## src/sv/sfpr_pkg.sv

```systemverilog
// ============================================================================
// sfpr_pkg: shared types and constants for the framed packet receiver
// Holds the parse phase encoding, result kinds and the result item layout.
// ============================================================================
package sfpr_pkg;

    // Frame sync bytes.
    localparam logic [7:0] SYNC_FIRST  = 8'hAA;
    localparam logic [7:0] SYNC_SECOND = 8'h55;

    // Parse phases, one per field of the frame.
    typedef enum logic [2:0] {
        PH_HUNT  = 3'd0,
        PH_SYNC2 = 3'd1,
        PH_LEN   = 3'd2,
        PH_CNT   = 3'd3,
        PH_SYSID = 3'd4,
        PH_TYPE  = 3'd5,
        PH_DATA  = 3'd6,
        PH_CHECK = 3'd7
    } phase_t;

    // Kind of a result item.
    typedef enum logic [1:0] {
        KIND_PAYLOAD = 2'd0,
        KIND_GOOD    = 2'd1,
        KIND_BAD     = 2'd2
    } kind_t;

    // One result item as it travels between the parser and the output stage.
    typedef struct packed {
        kind_t      kind;
        logic [7:0] value;
        logic [7:0] payload_index;
        logic [7:0] frame_sequence;
        logic [7:0] frame_length;
    } res_t;

    // Handshake between the parser and the output stage.
    typedef struct packed {
        logic valid;
        res_t data;
    } res_push_t;

endpackage

```

## src/sv/sfpr_if.sv

```systemverilog
// ============================================================================
// sfpr_if: valid/ready channels of the framed packet receiver
// One channel carries received bytes in, the other carries result items out.
// ============================================================================
interface sfpr_rx_if;
    logic       valid;
    logic       ready;
    logic [7:0] rx_byte;

    modport source (output valid, output rx_byte, input ready);
    modport sink   (input valid, input rx_byte, output ready);
endinterface

interface sfpr_res_if;
    logic              valid;
    logic              ready;
    sfpr_pkg::kind_t   kind;
    logic [7:0]        value;
    logic [7:0]        payload_index;
    logic [7:0]        frame_sequence;
    logic [7:0]        frame_length;

    modport source (output valid, output kind, output value, output payload_index,
                    output frame_sequence, output frame_length, input ready);
    modport sink   (input valid, input kind, input value, input payload_index,
                    input frame_sequence, input frame_length, output ready);
endinterface

```

## src/sv/sfpr_parser.sv

```systemverilog
// ============================================================================
// sfpr_parser: input register and frame parsing state machine
// Registers each received byte, then steps the frame parser on it,
// producing at most one result item for the output stage.
// ============================================================================
module sfpr_parser (
    input  logic                clk,
    input  logic                rst_n,
    sfpr_rx_if.sink             rx_ch,
    input  logic                space,
    output sfpr_pkg::res_push_t push
);
    import sfpr_pkg::*;

    logic       s1_valid_reg;
    logic       s1_valid_next;
    logic [7:0] s1_byte_reg;
    logic       accept;
    logic       consume;
    logic       res_needed;

    phase_t     phase_reg;
    phase_t     phase_next;
    logic [7:0] sum_reg;
    logic [7:0] sum_next;
    logic [7:0] len_reg;
    logic [7:0] len_next;
    logic [7:0] rcvd_reg;
    logic [7:0] rcvd_next;
    logic [7:0] rcvd_inc;
    logic [7:0] seq_reg;
    logic [7:0] seq_next;
    logic [7:0] type_reg;
    logic [7:0] type_next;

    // A result is only made in the payload and checksum phases.
    assign res_needed = (phase_reg == PH_DATA) || (phase_reg == PH_CHECK);
    assign consume    = s1_valid_reg && (!res_needed || space);
    assign rx_ch.ready = !s1_valid_reg || consume;
    assign accept     = rx_ch.valid && rx_ch.ready;
    assign rcvd_inc   = rcvd_reg + 8'd1;

    // Input register occupancy.
    always_comb
    begin
        if (accept)
            s1_valid_next = 1'b1;
        else if (consume)
            s1_valid_next = 1'b0;
        else
            s1_valid_next = s1_valid_reg;
    end

    always_ff @(posedge clk or negedge rst_n)
    begin
        if (!rst_n)
            s1_valid_reg <= 1'b0;
        else
            s1_valid_reg <= s1_valid_next;
    end

    always_ff @(posedge clk)
    begin
        if (accept)
            s1_byte_reg <= rx_ch.rx_byte;
    end

    // Next phase of the parser.
    always_comb
    begin
        phase_next = phase_reg;
        if (consume)
        begin
            case (phase_reg)
                PH_HUNT:  phase_next = (s1_byte_reg == SYNC_FIRST) ? PH_SYNC2 : PH_HUNT;
                PH_SYNC2: phase_next = (s1_byte_reg == SYNC_SECOND) ? PH_LEN : PH_HUNT;
                PH_LEN:   phase_next = PH_CNT;
                PH_CNT:   phase_next = PH_SYSID;
                PH_SYSID: phase_next = (s1_byte_reg != 8'd0) ? PH_TYPE : PH_SYSID;
                PH_TYPE:  phase_next = PH_DATA;
                PH_DATA:  phase_next = (rcvd_inc >= len_reg) ? PH_CHECK : PH_DATA;
                PH_CHECK: phase_next = PH_HUNT;
                default:  phase_next = PH_HUNT;
            endcase
        end
    end

    // Header fields, running sum and the result item.
    always_comb
    begin
        sum_next  = sum_reg;
        len_next  = len_reg;
        rcvd_next = rcvd_reg;
        seq_next  = seq_reg;
        type_next = type_reg;
        push.valid               = 1'b0;
        push.data.kind           = KIND_PAYLOAD;
        push.data.value          = s1_byte_reg;
        push.data.payload_index  = rcvd_reg;
        push.data.frame_sequence = seq_reg;
        push.data.frame_length   = len_reg;
        if (consume)
        begin
            case (phase_reg)
                PH_HUNT:
                begin
                    if (s1_byte_reg == SYNC_FIRST)
                        sum_next = s1_byte_reg;
                end
                PH_SYNC2:
                begin
                    if (s1_byte_reg == SYNC_SECOND)
                        sum_next = sum_reg + s1_byte_reg;
                end
                PH_LEN:
                begin
                    len_next  = s1_byte_reg;
                    sum_next  = sum_reg + s1_byte_reg;
                    rcvd_next = 8'd0;
                end
                PH_CNT:
                begin
                    seq_next  = s1_byte_reg;
                    sum_next  = sum_reg + s1_byte_reg;
                    rcvd_next = 8'd0;
                end
                PH_SYSID:
                begin
                    sum_next  = sum_reg + s1_byte_reg;
                    rcvd_next = 8'd0;
                end
                PH_TYPE:
                begin
                    type_next = s1_byte_reg;
                    sum_next  = sum_reg + s1_byte_reg;
                    rcvd_next = 8'd0;
                end
                PH_DATA:
                begin
                    push.valid = 1'b1;
                    sum_next   = sum_reg + s1_byte_reg;
                    rcvd_next  = rcvd_inc;
                end
                PH_CHECK:
                begin
                    push.valid              = 1'b1;
                    push.data.kind          = (sum_reg == s1_byte_reg) ? KIND_GOOD : KIND_BAD;
                    push.data.value         = type_reg;
                    push.data.payload_index = 8'd0;
                end
                default:
                begin
                    push.valid = 1'b0;
                end
            endcase
        end
    end

    // Parser state registers.
    always_ff @(posedge clk or negedge rst_n)
    begin
        if (!rst_n)
        begin
            phase_reg <= PH_HUNT;
            sum_reg   <= 8'd0;
            len_reg   <= 8'd0;
            rcvd_reg  <= 8'd0;
            seq_reg   <= 8'd0;
            type_reg  <= 8'd0;
        end
        else
        begin
            phase_reg <= phase_next;
            sum_reg   <= sum_next;
            len_reg   <= len_next;
            rcvd_reg  <= rcvd_next;
            seq_reg   <= seq_next;
            type_reg  <= type_next;
        end
    end

`ifndef ASSERT_OFF
    // A result is only offered when the output stage has room for it.
    a_push_space: assert property (@(posedge clk) disable iff (!rst_n)
        push.valid |-> space)
        else $error("parser offered an item with no room downstream");

    // Every checksum byte sends the parser back to hunting.
    a_check_to_hunt: assert property (@(posedge clk) disable iff (!rst_n)
        (consume && phase_reg == PH_CHECK) |=> (phase_reg == PH_HUNT))
        else $error("parser did not return to hunting after a checksum");

    // Payload count never passes the header length except for a zero length frame.
    a_count_bound: assert property (@(posedge clk) disable iff (!rst_n)
        (phase_reg == PH_DATA) |-> ((rcvd_reg < len_reg) || (rcvd_reg == 8'd0)))
        else $error("payload count ran past the frame length");
`endif

endmodule

```

## src/sv/sfpr_out_stage.sv

```systemverilog
// ============================================================================
// sfpr_out_stage: output register with skid entry
// Holds result items for the sink so that a stalled sink never stops the
// parser from taking the next byte while one item waits.
// ============================================================================
module sfpr_out_stage (
    input  logic                clk,
    input  logic                rst_n,
    input  sfpr_pkg::res_push_t push,
    output logic                space,
    sfpr_res_if.source          res_ch
);
    import sfpr_pkg::*;

    logic out_valid_reg;
    logic out_valid_next;
    res_t out_data_reg;
    res_t out_data_next;
    logic skid_valid_reg;
    logic skid_valid_next;
    res_t skid_data_reg;
    res_t skid_data_next;
    logic pop;

    assign space = !skid_valid_reg;
    assign pop   = out_valid_reg && res_ch.ready;

    // Drive the result channel from the output register.
    assign res_ch.valid          = out_valid_reg;
    assign res_ch.kind           = out_data_reg.kind;
    assign res_ch.value          = out_data_reg.value;
    assign res_ch.payload_index  = out_data_reg.payload_index;
    assign res_ch.frame_sequence = out_data_reg.frame_sequence;
    assign res_ch.frame_length   = out_data_reg.frame_length;

    // Move items between the parser, the skid entry and the output register.
    always_comb
    begin
        out_valid_next  = out_valid_reg;
        out_data_next   = out_data_reg;
        skid_valid_next = skid_valid_reg;
        skid_data_next  = skid_data_reg;
        if (pop)
        begin
            if (skid_valid_reg)
            begin
                out_data_next   = skid_data_reg;
                skid_valid_next = 1'b0;
            end
            else if (push.valid)
            begin
                out_data_next = push.data;
            end
            else
            begin
                out_valid_next = 1'b0;
            end
        end
        else if (push.valid)
        begin
            if (out_valid_reg)
            begin
                skid_data_next  = push.data;
                skid_valid_next = 1'b1;
            end
            else
            begin
                out_data_next  = push.data;
                out_valid_next = 1'b1;
            end
        end
    end

    always_ff @(posedge clk or negedge rst_n)
    begin
        if (!rst_n)
        begin
            out_valid_reg  <= 1'b0;
            skid_valid_reg <= 1'b0;
        end
        else
        begin
            out_valid_reg  <= out_valid_next;
            skid_valid_reg <= skid_valid_next;
        end
    end

    always_ff @(posedge clk)
    begin
        out_data_reg  <= out_data_next;
        skid_data_reg <= skid_data_next;
    end

`ifndef ASSERT_OFF
    // The skid entry is only used behind a full output register.
    a_skid_behind_out: assert property (@(posedge clk) disable iff (!rst_n)
        skid_valid_reg |-> out_valid_reg)
        else $error("skid entry holds an item while the output register is empty");

    // With nothing waiting and nothing arriving, a taken item empties the stage.
    a_drain: assert property (@(posedge clk) disable iff (!rst_n)
        (pop && !skid_valid_reg && !push.valid) |=> !out_valid_reg)
        else $error("output register kept an item that was already taken");

    // A waiting skid item moves forward as soon as the head is taken.
    a_skid_moves: assert property (@(posedge clk) disable iff (!rst_n)
        (pop && skid_valid_reg) |=> (out_valid_reg && !skid_valid_reg))
        else $error("skid item did not advance after the head was taken");
`endif

endmodule

```

## src/sv/sync_framed_packet_receiver.sv

```systemverilog
// ============================================================================
// sync_framed_packet_receiver: serial frame deframer with additive checksum
// Parses 0xAA 0x55 length count sysid type payload checksum frames, reports
// each payload byte and a good or bad verdict on the checksum byte.
// ============================================================================
//
//   Channel   Direction  Fields
//   rx_ch     in         rx_byte
//   res_ch    out        kind, value, payload_index, frame_sequence,
//                        frame_length
//
// One byte is taken every cycle unless rx_ch.ready falls as below; each byte's
// result passes through the input register, then the output register.
// Reset clears the parser to hunting with all header state at zero.
// A stalled sink fills the output register and then a skid entry; rx_ch.ready
// falls only when both hold items and the next byte would produce a result.
//
module sync_framed_packet_receiver (
    input  logic        clk,
    input  logic        rst_n,
    sfpr_rx_if.sink     rx_ch,
    sfpr_res_if.source  res_ch
);
    import sfpr_pkg::*;

    logic      space;
    res_push_t push;

    // Input register and frame parser.
    sfpr_parser u_parser (
        .clk   (clk),
        .rst_n (rst_n),
        .rx_ch (rx_ch),
        .space (space),
        .push  (push)
    );

    // Output register with skid entry.
    sfpr_out_stage u_out_stage (
        .clk    (clk),
        .rst_n  (rst_n),
        .push   (push),
        .space  (space),
        .res_ch (res_ch)
    );

endmodule

```

## src/flat_wrapper.sv

```systemverilog
// flat-port wrapper written by rule: the top's interface ports become plain ports
module sync_framed_packet_receiver_flat import sfpr_pkg::*;
  (clk, rst_n, rx_ch_valid, rx_ch_rx_byte, rx_ch_ready, res_ch_valid, res_ch_kind, res_ch_value, res_ch_payload_index, res_ch_frame_sequence, res_ch_frame_length, res_ch_ready);
  sfpr_rx_if rx_ch_i ();
  sfpr_res_if res_ch_i ();
  input  logic clk;
  input  logic rst_n;
  input wire logic [$bits(rx_ch_i.valid)-1:0] rx_ch_valid;
  input wire logic [$bits(rx_ch_i.rx_byte)-1:0] rx_ch_rx_byte;
  output wire logic [$bits(rx_ch_i.ready)-1:0] rx_ch_ready;
  output wire logic [$bits(res_ch_i.valid)-1:0] res_ch_valid;
  output wire logic [$bits(res_ch_i.kind)-1:0] res_ch_kind;
  output wire logic [$bits(res_ch_i.value)-1:0] res_ch_value;
  output wire logic [$bits(res_ch_i.payload_index)-1:0] res_ch_payload_index;
  output wire logic [$bits(res_ch_i.frame_sequence)-1:0] res_ch_frame_sequence;
  output wire logic [$bits(res_ch_i.frame_length)-1:0] res_ch_frame_length;
  input wire logic [$bits(res_ch_i.ready)-1:0] res_ch_ready;
  assign rx_ch_i.valid = rx_ch_valid;
  assign rx_ch_i.rx_byte = rx_ch_rx_byte;
  assign rx_ch_ready = rx_ch_i.ready;
  assign res_ch_valid = res_ch_i.valid;
  assign res_ch_kind = res_ch_i.kind;
  assign res_ch_value = res_ch_i.value;
  assign res_ch_payload_index = res_ch_i.payload_index;
  assign res_ch_frame_sequence = res_ch_i.frame_sequence;
  assign res_ch_frame_length = res_ch_i.frame_length;
  assign res_ch_i.ready = res_ch_ready;
  sync_framed_packet_receiver u_core (.clk(clk), .rst_n(rst_n), .rx_ch(rx_ch_i), .res_ch(res_ch_i));
endmodule
```

## config.mk

```make
export PLATFORM = sky130hd
export DESIGN_NAME = sync_framed_packet_receiver_flat
export DESIGN_NICKNAME = d
export VERILOG_FILES = /design/src/sv/sfpr_pkg.sv /design/src/sv/sfpr_if.sv /design/src/sv/sfpr_parser.sv /design/src/sv/sfpr_out_stage.sv /design/src/sv/sync_framed_packet_receiver.sv /design/src/flat_wrapper.sv
export SDC_FILE = /design/constraint.sdc
export NUM_CORES = 1
export LEC_CHECK = 0
export BUFFER_PORTS_ARGS = -buffer_cell sky130_fd_sc_hd__clkbuf_2
export CORE_MARGIN = 4
export CORE_UTILIZATION = 45
export CTS_CLUSTER_SIZE = 25
export DETAILED_ROUTE_END_ITERATION = 6
export GPL_TIMING_DRIVEN = 0
export HOLD_SLACK_MARGIN = 0.05
export PLACE_DENSITY_LB_ADDON = 0.15
export REMOVE_ABC_BUFFERS = 1
export SYNTH_ARGS = -nofsm -noshare
export SYNTH_HDL_FRONTEND = slang
export SYNTH_HIERARCHICAL = 1
export SYNTH_SLANG_ARGS = --single-unit
```

## constraint.sdc

```tcl
create_clock -name clk -period 3 [get_ports clk]
set_input_delay 0.15 -clock clk [delete_from_list [all_inputs] [get_ports clk]]
set_output_delay 0.15 -clock clk [all_outputs]
set_load 0.02 [all_outputs]
```

# --- Word-level counts from Yosys, hierarchy flattened ---
# Cells that the tools add are included.
word_totals:
  ff_bits: 122
  in_bits: 12
  output_inout_bits: 36
  word_cells: 95
op_classes:
  add_sub_neg: 2
  magnitude_cmp: 1
  eq_ne: 15
  n_mux: 27
  bitwise_logic: 1
  n_reduce_logical: 29
ops:
  columns: ["cell", "n"]
  rows:
  - ["34-bit two-way mux", 5]
  - ["3-bit case mux with 8 select lines", 1]
  - ["8-bit case mux with 3 select lines", 1]
  - ["19-bit two-way mux", 1]
  - ["18-bit two-way mux", 1]
  - ["8-bit two-way mux", 2]
  - ["8-bit case mux with 2 select lines", 1]
  - ["1-bit two-way mux", 13]
  - ["3-bit == test (second input constant)", 4]
  - ["2-bit AND reduction", 5]
  - ["2-bit nonzero test", 5]
  - ["3-bit AND reduction", 3]
  - ["8-bit by 1-bit adder with 8-bit output (second input constant)", 1]
  - ["8-bit adder", 1]
  - ["8-bit by 7-bit == test with 1-bit output (second input constant)", 1]
  - ["8-bit == test", 1]
  - ["8-bit == test (second input constant)", 1]
  - ["8-bit >= comparator", 1]
  - ["2-bit inequality test (second input constant)", 4]
  - ["8-bit nonzero test", 1]
  - ["3-bit by 2-bit == test with 1-bit output (second input constant)", 2]
  - ["5-bit OR reduction", 1]
  - ["2-bit two-way mux", 2]
  - ["4-bit AND reduction", 1]
  - ["other kinds (10)", 16]

# --- Depth between registers and ports, before layout ---
# Gate-level depths: netlist of run 1.
depth:
  ltp_word: 9
  depth_mapped: 10
  mapped_depth_nobuf: 10

# --- By module ---
# The synthesis of run 1 kept the hierarchy.
by_module_without_submodules:
  columns: ["mod", "instances", "cells_each", "area_each_um2", "seq_area_each_um2"]
  rows:
  - ["sfpr_parser", 1, 289, 3066.7, 1341.3]
  - ["sfpr_out_stage", 1, 118, 2691.3, 2092.0]

# --- Worst setup path before layout of run 1 ---
# No wires, ideal clock.
synth_path:
  path_kind: "flip-flop to flip-flop"
  from: "register u_core.u_parser.phase_reg[1]"
  to: "register u_core.u_out_stage.out_data_reg (netlist bit u_core/u_out_stage/res_ch.frame_length[0]), enable pin"
  setup_ns: 0.437
  arrival_ns: 2.549
  required_time_ns: 2.563
  slack_ns: 0.015
  path_stages_with_launch: 5
  path_buffers: 0
  period_less_slack_ns: 2.985
  cell_sequence: "dfrtp_1 ha_1 and3_1 a21oi_1 a21oi_1"
synth_rtl:
  columns: ["element", "line", "text"]
  rows:
  - ["start: declaration", "sfpr_parser.sv:22", "phase_t phase_reg;"]
  - ["start signal: assignment", "sfpr_parser.sv:173", "phase_reg <= phase_next;"]
  - ["end signal: assignment", "sfpr_out_stage.sv:90", "out_data_reg <= out_data_next;"]
  - ["end: declaration", "sfpr_out_stage.sv:17", "res_t out_data_reg;"]

# --- Worst setup path after layout of run 1 ---
layout_path:
  from: "register u_core.u_parser.phase_reg[1]"
  to: "register u_core.u_parser.seq_reg[7]"
layout_via:
  elab_chain_len: 6
  elab_cells_between_ends: 8
  classes_between: "eq/ne (3); reduce/logical (5)"
layout_rtl:
  columns: ["element", "line", "text"]
  rows:
  - ["3-bit == test", "sfpr_parser.sv:37", "assign res_needed = (phase_reg == PH_DATA) || (phase_reg == PH_CHECK);"]
  - ["1-bit logical OR", "sfpr_parser.sv:37", null]
  - ["1-bit zero test", "sfpr_parser.sv:38", "assign consume = s1_valid_reg && (!res_needed || space);"]
  - ["1-bit logical OR", "sfpr_parser.sv:38", null]
  - ["1-bit logical AND", "sfpr_parser.sv:38", null]
  - ["2-bit AND reduction (no line) (*)", null, null]
  - ["end signal: assignment", "sfpr_parser.sv:177", "seq_reg <= seq_next;"]
  - ["end: declaration", "sfpr_parser.sv:31", "logic [7:0] seq_reg;"]
# Every way passes the cells marked *; elsewhere a longest branch is shown, timed or not.
# A chain may end at the register's enable or synchronous reset.

==> metrics.txt, run 1 <==
outcome finished clean; Post-route DRC 0; share of flip-flops with an asynchronous set or reset 37.7%; RSZ-0062 raised after global routing no; initial antenna violation count 0; Critical Path Start Type flop; Crit path required time 3.29 ns; post-CTS sizing 0; Max FO, Critical Path 16; EDFF count, synth 76; routability cong. 0.802; GR Util All Layers 15.4%; diode count 0; Syn Area/Cell 14.1 sq um; Antenna Violating Nets Remaining 0; final core utilization 54.8%; worst skew pair latency 0.41 ns; Routed WL 10400 microns; Port Buffers 47; CTS clock-pin slew for the worst setup and hold paths 0.05 ns; Pleak 3.02 nW; Main synth FF type edfxtp_1; total gr overflow 0; post-synthesis sequential area ratio 59.6%; layout cells sized above 1 32.2%; flip-flop count of the largest register after layout 34; Post-DP HPWL 6740 microns; WP data arrival 3.06 ns; root buf cell clkbuf_16; Max Cap Violations 0; non-filler instance count after layout 657; Area after DPL 6150 sq um; Hold/Removal Path Class primary input to flop; peak supply drop 260 uV; Synth-to-Final Area Change 19.6%; #FFs+latches synth 122; TritonCTS Buffers 17; CTS tree built; nets@finish 504; placed cells 613; Mapped Area 5760 sq um; core area 12600 sq um; Final TNS setup 0 ns; Final Hold Viols 0; fin area 6890 sq um; Synthesis Warnings 6; DIE AREA 14700 sq um; Final Critical Period 2.77 ns; Top Ports 48; fin. max-slew vios 0; count of final setup violators 0; global-route wire length before repair 17100 microns; CTS Buffer Depth 2; DRT iter0 DRCs 198; total power divided by cell area 592 nW/um^2; DRT Pass-1 Iters 5; routed vias 3315; Rows 41; vias in the first global route 3324; fin crit share 92.2%; final clock skew 0.00760 ns; CTS sink cnt 122; Worst Max-Slew Pin Slew 1.18 ns; Netlist cell types 55; H-tree depth 4; Crit. End Element flop; Max Freq 361 MHz; Fill cells 1033; Die Y-Extent 121 microns; vias per inst 5.05; Gate Count Post-Synth 407; routed length per instance 15.9 microns; largest net degree at the start of global routing 47; slew margin rel. 21.4%; critical path class flop to flop; initial core utilization 45.8%; die width 121 microns
cells by family (layout without fill, tap and decap cells):
| group | count (synthesis) | after routing | share of synthesized area (%) |
|---|---|---|---|
| AO/OA/AOI/OAI | 53 | 53 | 6.58 |
| XOR/XNOR | 9 | 9 | 1.37 |
| adder cells (fa/ha/maj) | 20 | 20 | 4.48 |
| buffers and inverters | 34 | 112 | 2.85 |
| flip-flops | 122 | 122 | 59.6 |
| multiplexers | 69 | 69 | 15.4 |
| AND/OR/NAND/NOR | 100 | 100 | 9.73 |
through the flow:
stage / worst slack, ns / hold WS, ns / total power [mW]
floorplan: -0.161 / -0.146 / 1.94
global placement: -0.943 / 0.327 / 1.99
detailed placement: -0.335 / 0.329 / 2.00
CTS: 0.243 / 0.429 / 4.12
global route: 0.0639 / 0.435 / 4.23
finish: 0.233 / 0.447 / 4.08
report_power, final:
| group | internal, mW | switching [mW] |
|---|---|---|
| clock network | 1.42 | 0.686 |
| logic | 0.0708 | 0.0820 |
| registers | 1.80 | 0.0249 |
| total | 3.28 | 0.793 |
area by class of cell:
type | instances | area [sq um] | share of cell area [%]
sequential | 122 | 3430 | 49.8
clock buffer | 26 | 509 | 7.39
clock inverter | 6 | 110 | 1.60
tap | 172 | 215 | 3.12
multi-input combinational | 251 | 2170 | 31.5
inverter | 20 | 75.1 | 1.09
timing repair buffer | 60 | 373 | 5.41
worst max-delay path, cell delays in order (launching register included):
cell      delay, ns
dfrtp_1        0.57
ha_1           0.34
nand2b_1       0.10
and2_1         0.42
nand2_1        0.16
nor3_2         0.64
mux2_2         0.41
path summary, 6_finish.rpt:
path / from / end / cells past startpoint / slack (ns)
max in group asynchronous: rst_n / u_core/u_out_stage/skid_valid_reg / 2 / 1.76
worst min register to register: u_core/u_parser/seq_reg[6] / u_core/u_out_stage/skid_data_reg[14] / 0 / 0.48
worst max register to register: u_core/u_parser/phase_reg[1] / u_core/u_parser/seq_reg[7] / 6 / 0.23
worst max-delay path: u_core/u_parser/phase_reg[1] / u_core/u_parser/seq_reg[7] / 6 / 0.23
min in group asynchronous: rst_n / u_core/u_parser/sum_reg[4] / 2 / 0.51
worst min-delay path: rx_ch_rx_byte[1] / u_core/u_parser/s1_byte_reg[1] / 2 / 0.45
layer usage:
layer / track usage (%) / wire length [microns]
met3: 3.92 / 411
met5: 0 / 0
met1: 19.9 / 4760
met2: 24.3 / 5020
met4: 7.51 / 222
synth_stat cells (all sizes together), types with 7 or more instances:
| library cell | number | area [sq um] |
|---|---|---|
| a21oi | 16 | 80.1 |
| nand3 | 10 | 62.6 |
| edfxtp | 76 | 2280 |
| nor2 | 11 | 41.3 |
| inv | 20 | 75.1 |
| nand2 | 27 | 104 |
| nor3 | 8 | 45.0 |
| dfrtp | 46 | 1150 |
| buf | 7 | 62.6 |
| clkbuf | 7 | 26.3 |
| and2 | 11 | 68.8 |
| ha | 19 | 238 |
| o21ai | 10 | 53.8 |
| nand4 | 8 | 65.1 |
| mux2 | 65 | 845 |
| nand2b | 7 | 43.8 |
cells in the final DEF (no fill, tap or decap), types with 7 or more instances in the layout:
cell            n
mux2_4         30
nand3_1         9
nand4_1         7
mux2_2         35
dlygate4sd3_1  11
ha_1           19
clkbuf_2       47
and2_1         11
o21ai_0         8
nand2b_1        7
inv_1          20
nand2_1        26
nor3_1          7
clkbuf_16      17
nor2_1         11
dfrtp_1        46
edfxtp_1       76
a21oi_1        15
timing repair:
| action | 4_1_cts | 5_1_grt |
|---|---|---|
| hold buffers | 11 | 0 |
| hold endpoints to repair | 56 | 0 |
| endpoints found under the setup margin | 34 | 0 |
| setup buffers | 1 | 0 |
Note: power is estimated with default switching activity, not from simulation.
==> inputs of run 2 (changes only) <==
- ABC_AREA: default -> 1
- CORE_MARGIN: 4 -> 8
==> metrics.txt, run 2 <==
Final TNS setup 0 ns; GR Util All Layers 16.0%; Max FO, Critical Path 37; Routed WL 12400 microns; Final Critical Period 2.62 ns; #FFs+latches synth 122; slew margin rel. 19.3%; EDFF count, synth 76; Fill cells 1178; worst reg2reg path depth 10; routability cong. 0.814; post-synthesis sequential area ratio 58.3%; Synth-to-Final Area Change 16.8%; Netlist cell types 39; DRT Pass-1 Iters 4; TritonCTS Buffers 17; initial core utilization 46.3%; Hold Slack 0.447 ns; CTS tree built; routed vias 4211; H-tree depth 4; hold worst-path end u_core/u_parser/s1_byte_reg[2]; peak supply drop 307 uV; Crit. End Element flop; diode count 0; Synthesis Warnings 6; flip-flop count of the largest register after layout 34; layout cells sized above 1 16.9%; initial antenna violation count 0; RSZ-0062 raised after global routing no; final clock skew 0.00717 ns; Hold/Removal Path Class primary input to flop; global-route wire length before repair 20800 microns; Antenna Violating Nets Remaining 0; core area 12700 sq um; routed length per instance 14.8 microns; die width 130 microns; Post-DP HPWL 7860 microns; Pleak 3.08 nW; most common cell after layout, fill and taps aside nand2_1; Synth area leader edfxtp_1; Worst Hold Path Cells 2; placed cells 789; largest net degree at the start of global routing 47; nets@finish 681; reg-to-reg endpoint u_core/u_out_stage/res_ch.payload_index[6]; vias per inst 5.05; RR Startpoint u_core/u_out_stage/skid_valid_reg; startpoint of the worst hold path rx_ch_rx_byte[2]; Synth top area share 38.8%; most frequent cell after synthesis nand2_1; fin crit share 87.4%; synth top area cells edfxtp_1 (39%), dfrtp_1 (20%), nand2_1 (11%); Top Ports 48; WP data arrival 2.79 ns; Port Buffers 47; Syn Area/Cell 9.94 sq um; Gate Count Post-Synth 592; non-filler instance count after layout 834; total power divided by cell area 605 nW/um^2; count of final setup violators 0; Post-route DRC 0; Die Y-Extent 130 microns; share of flip-flops with an asynchronous set or reset 37.7%; DIE AREA 17000 sq um; Max Cap Violations 0; FF-to-FF setup slack 0.38 ns; outcome finished clean; CTS sink cnt 122; top cells by count, synth nand2_1 (175), edfxtp_1 (76), inv_1 (56), dfrtp_1 (46), nand4_1 (39); Crit path required time 3.17 ns; Main synth FF type edfxtp_1; root buf cell clkbuf_16; Final Hold Viols 0; Rows 41; worst skew pair latency 0.41 ns; Mapped Area 5890 sq um; CTS clock-pin slew for the worst setup and hold paths 0.05 ns; DRT iter0 DRCs 279; total gr overflow 0; Critical Path Start Type flop; fin. max-slew vios 0; critical path class flop to flop; CTS Buffer Depth 2; Worst Max-Slew Pin Slew 1.21 ns; commonest non-fill, non-tap cells in the layout nand2_1 (175), edfxtp_1 (76), inv_1 (55); vias in the first global route 4191; Max Freq 381 MHz
==> run 2: changes by cell type after synthesis, moves of 9 or more <==
cell,change
mux2_4,-30
inv_1,+36
nor2_1,+25
mux2_2,-35
o21ai_1,+9
inv_2,+9
nand4_1,+32
o21ai_0,+16
nand2_1,+149
and2_1,-10
nand3_1,+9
==> run 2: worst max-delay path: stages (launching register included) <==
cell and delay (ns):
dfrtp_4 0.70, inv_1 0.19, o21ai_4 0.45, inv_4 0.12, nand2_1 0.08, inv_1 0.04
inv_1 0.12, nand2_1 0.07, nand2_1 0.23, clkinvlp_4 0.17, buf_12 0.18
==> run 2: through the flow <==
step                setup slack (ns)  cell area, sq um  util, %  power [mW]
finish                         0.378              6870     54.0        4.16
global route                   0.241              6870     54.0        4.36
CTS                           0.0860              6850     53.9        4.21
detailed placement            -0.674              6180     48.6        2.34
global placement               -1.36              6150     48.3        2.34
floorplan                     -0.252              5700        -        2.23
==> run 2: per-layer routing <==
metal / track usage, % / vias up / wire length (microns)
li1: - / 2107 / -
met5: 0 / - / 0
met2: 26.1 / 103 / 5820
met1: 19.7 / 1983 / 5590
met3: 4.08 / 18 / 750
met4: 7.09 / 0 / 198
==> run 2: report_power, final <==
| group | total [mW] | internal, mW | switching [mW] |
|---|---|---|---|
| sequential | 1.88 | 1.83 | 0.0422 |
| clock | 1.83 | 1.14 | 0.696 |
| combinational | 0.451 | 0.175 | 0.277 |
==> run 2: final cells by class <==
cell class | count | area, sq um | area share [%]
clock buffers | 24 | 493 | 7.17
clock inverters | 8 | 45.0 | 0.655
inverters | 66 | 254 | 3.70
multi-input cells | 381 | 2020 | 29.5
flip-flops and latches | 122 | 3440 | 50.0
well taps | 172 | 215 | 3.13
repair buffers | 60 | 395 | 5.75
repair inverters | 1 | 7.51 | 0.109
==> run 2: logic make-up after synthesis <==
family | synth area share [%]
AND/OR/NAND/NOR | 22.3
XOR/XNOR | 1.34
flip-flops | 58.3
AO/OA/AOI/OAI | 6.23
buffers and inverters | 7.40
adder cells (fa/ha/maj) | 4.38
==> run 2: timing repair <==
action,CTS,global route
hold buffers,10,0
setup endpoints to repair,34,16
hold endpoints to repair,55,0
gates cloned,1,0
buffers inserted,1,1
gates resized for setup,4,0
==> run 2: how the worst max path moves through the flow <==
stage / from / endpoint / slack (ns) / cells past startpoint
2_1_floorplan: u_core/u_out_stage/skid_valid_reg / u_core/u_out_stage/skid_data_reg[0] / -0.25 / 7
3_3_place_gp: u_core/u_out_stage/skid_valid_reg / u_core/u_out_stage/skid_data_reg[32] / -1.36 / 7
3_5_place_dp: u_core/u_out_stage/skid_valid_reg / u_core/u_out_stage/res_ch.frame_sequence[2] / -0.67 / 9
4_1_cts: u_core/u_out_stage/skid_valid_reg / u_core/u_out_stage/res_ch.frame_sequence[2] / 0.09 / 9
5_1_grt: u_core/u_out_stage/skid_valid_reg / u_core/u_out_stage/res_ch.payload_index[6] / 0.24 / 10
6_report: u_core/u_out_stage/skid_valid_reg / u_core/u_out_stage/res_ch.payload_index[6] / 0.38 / 10
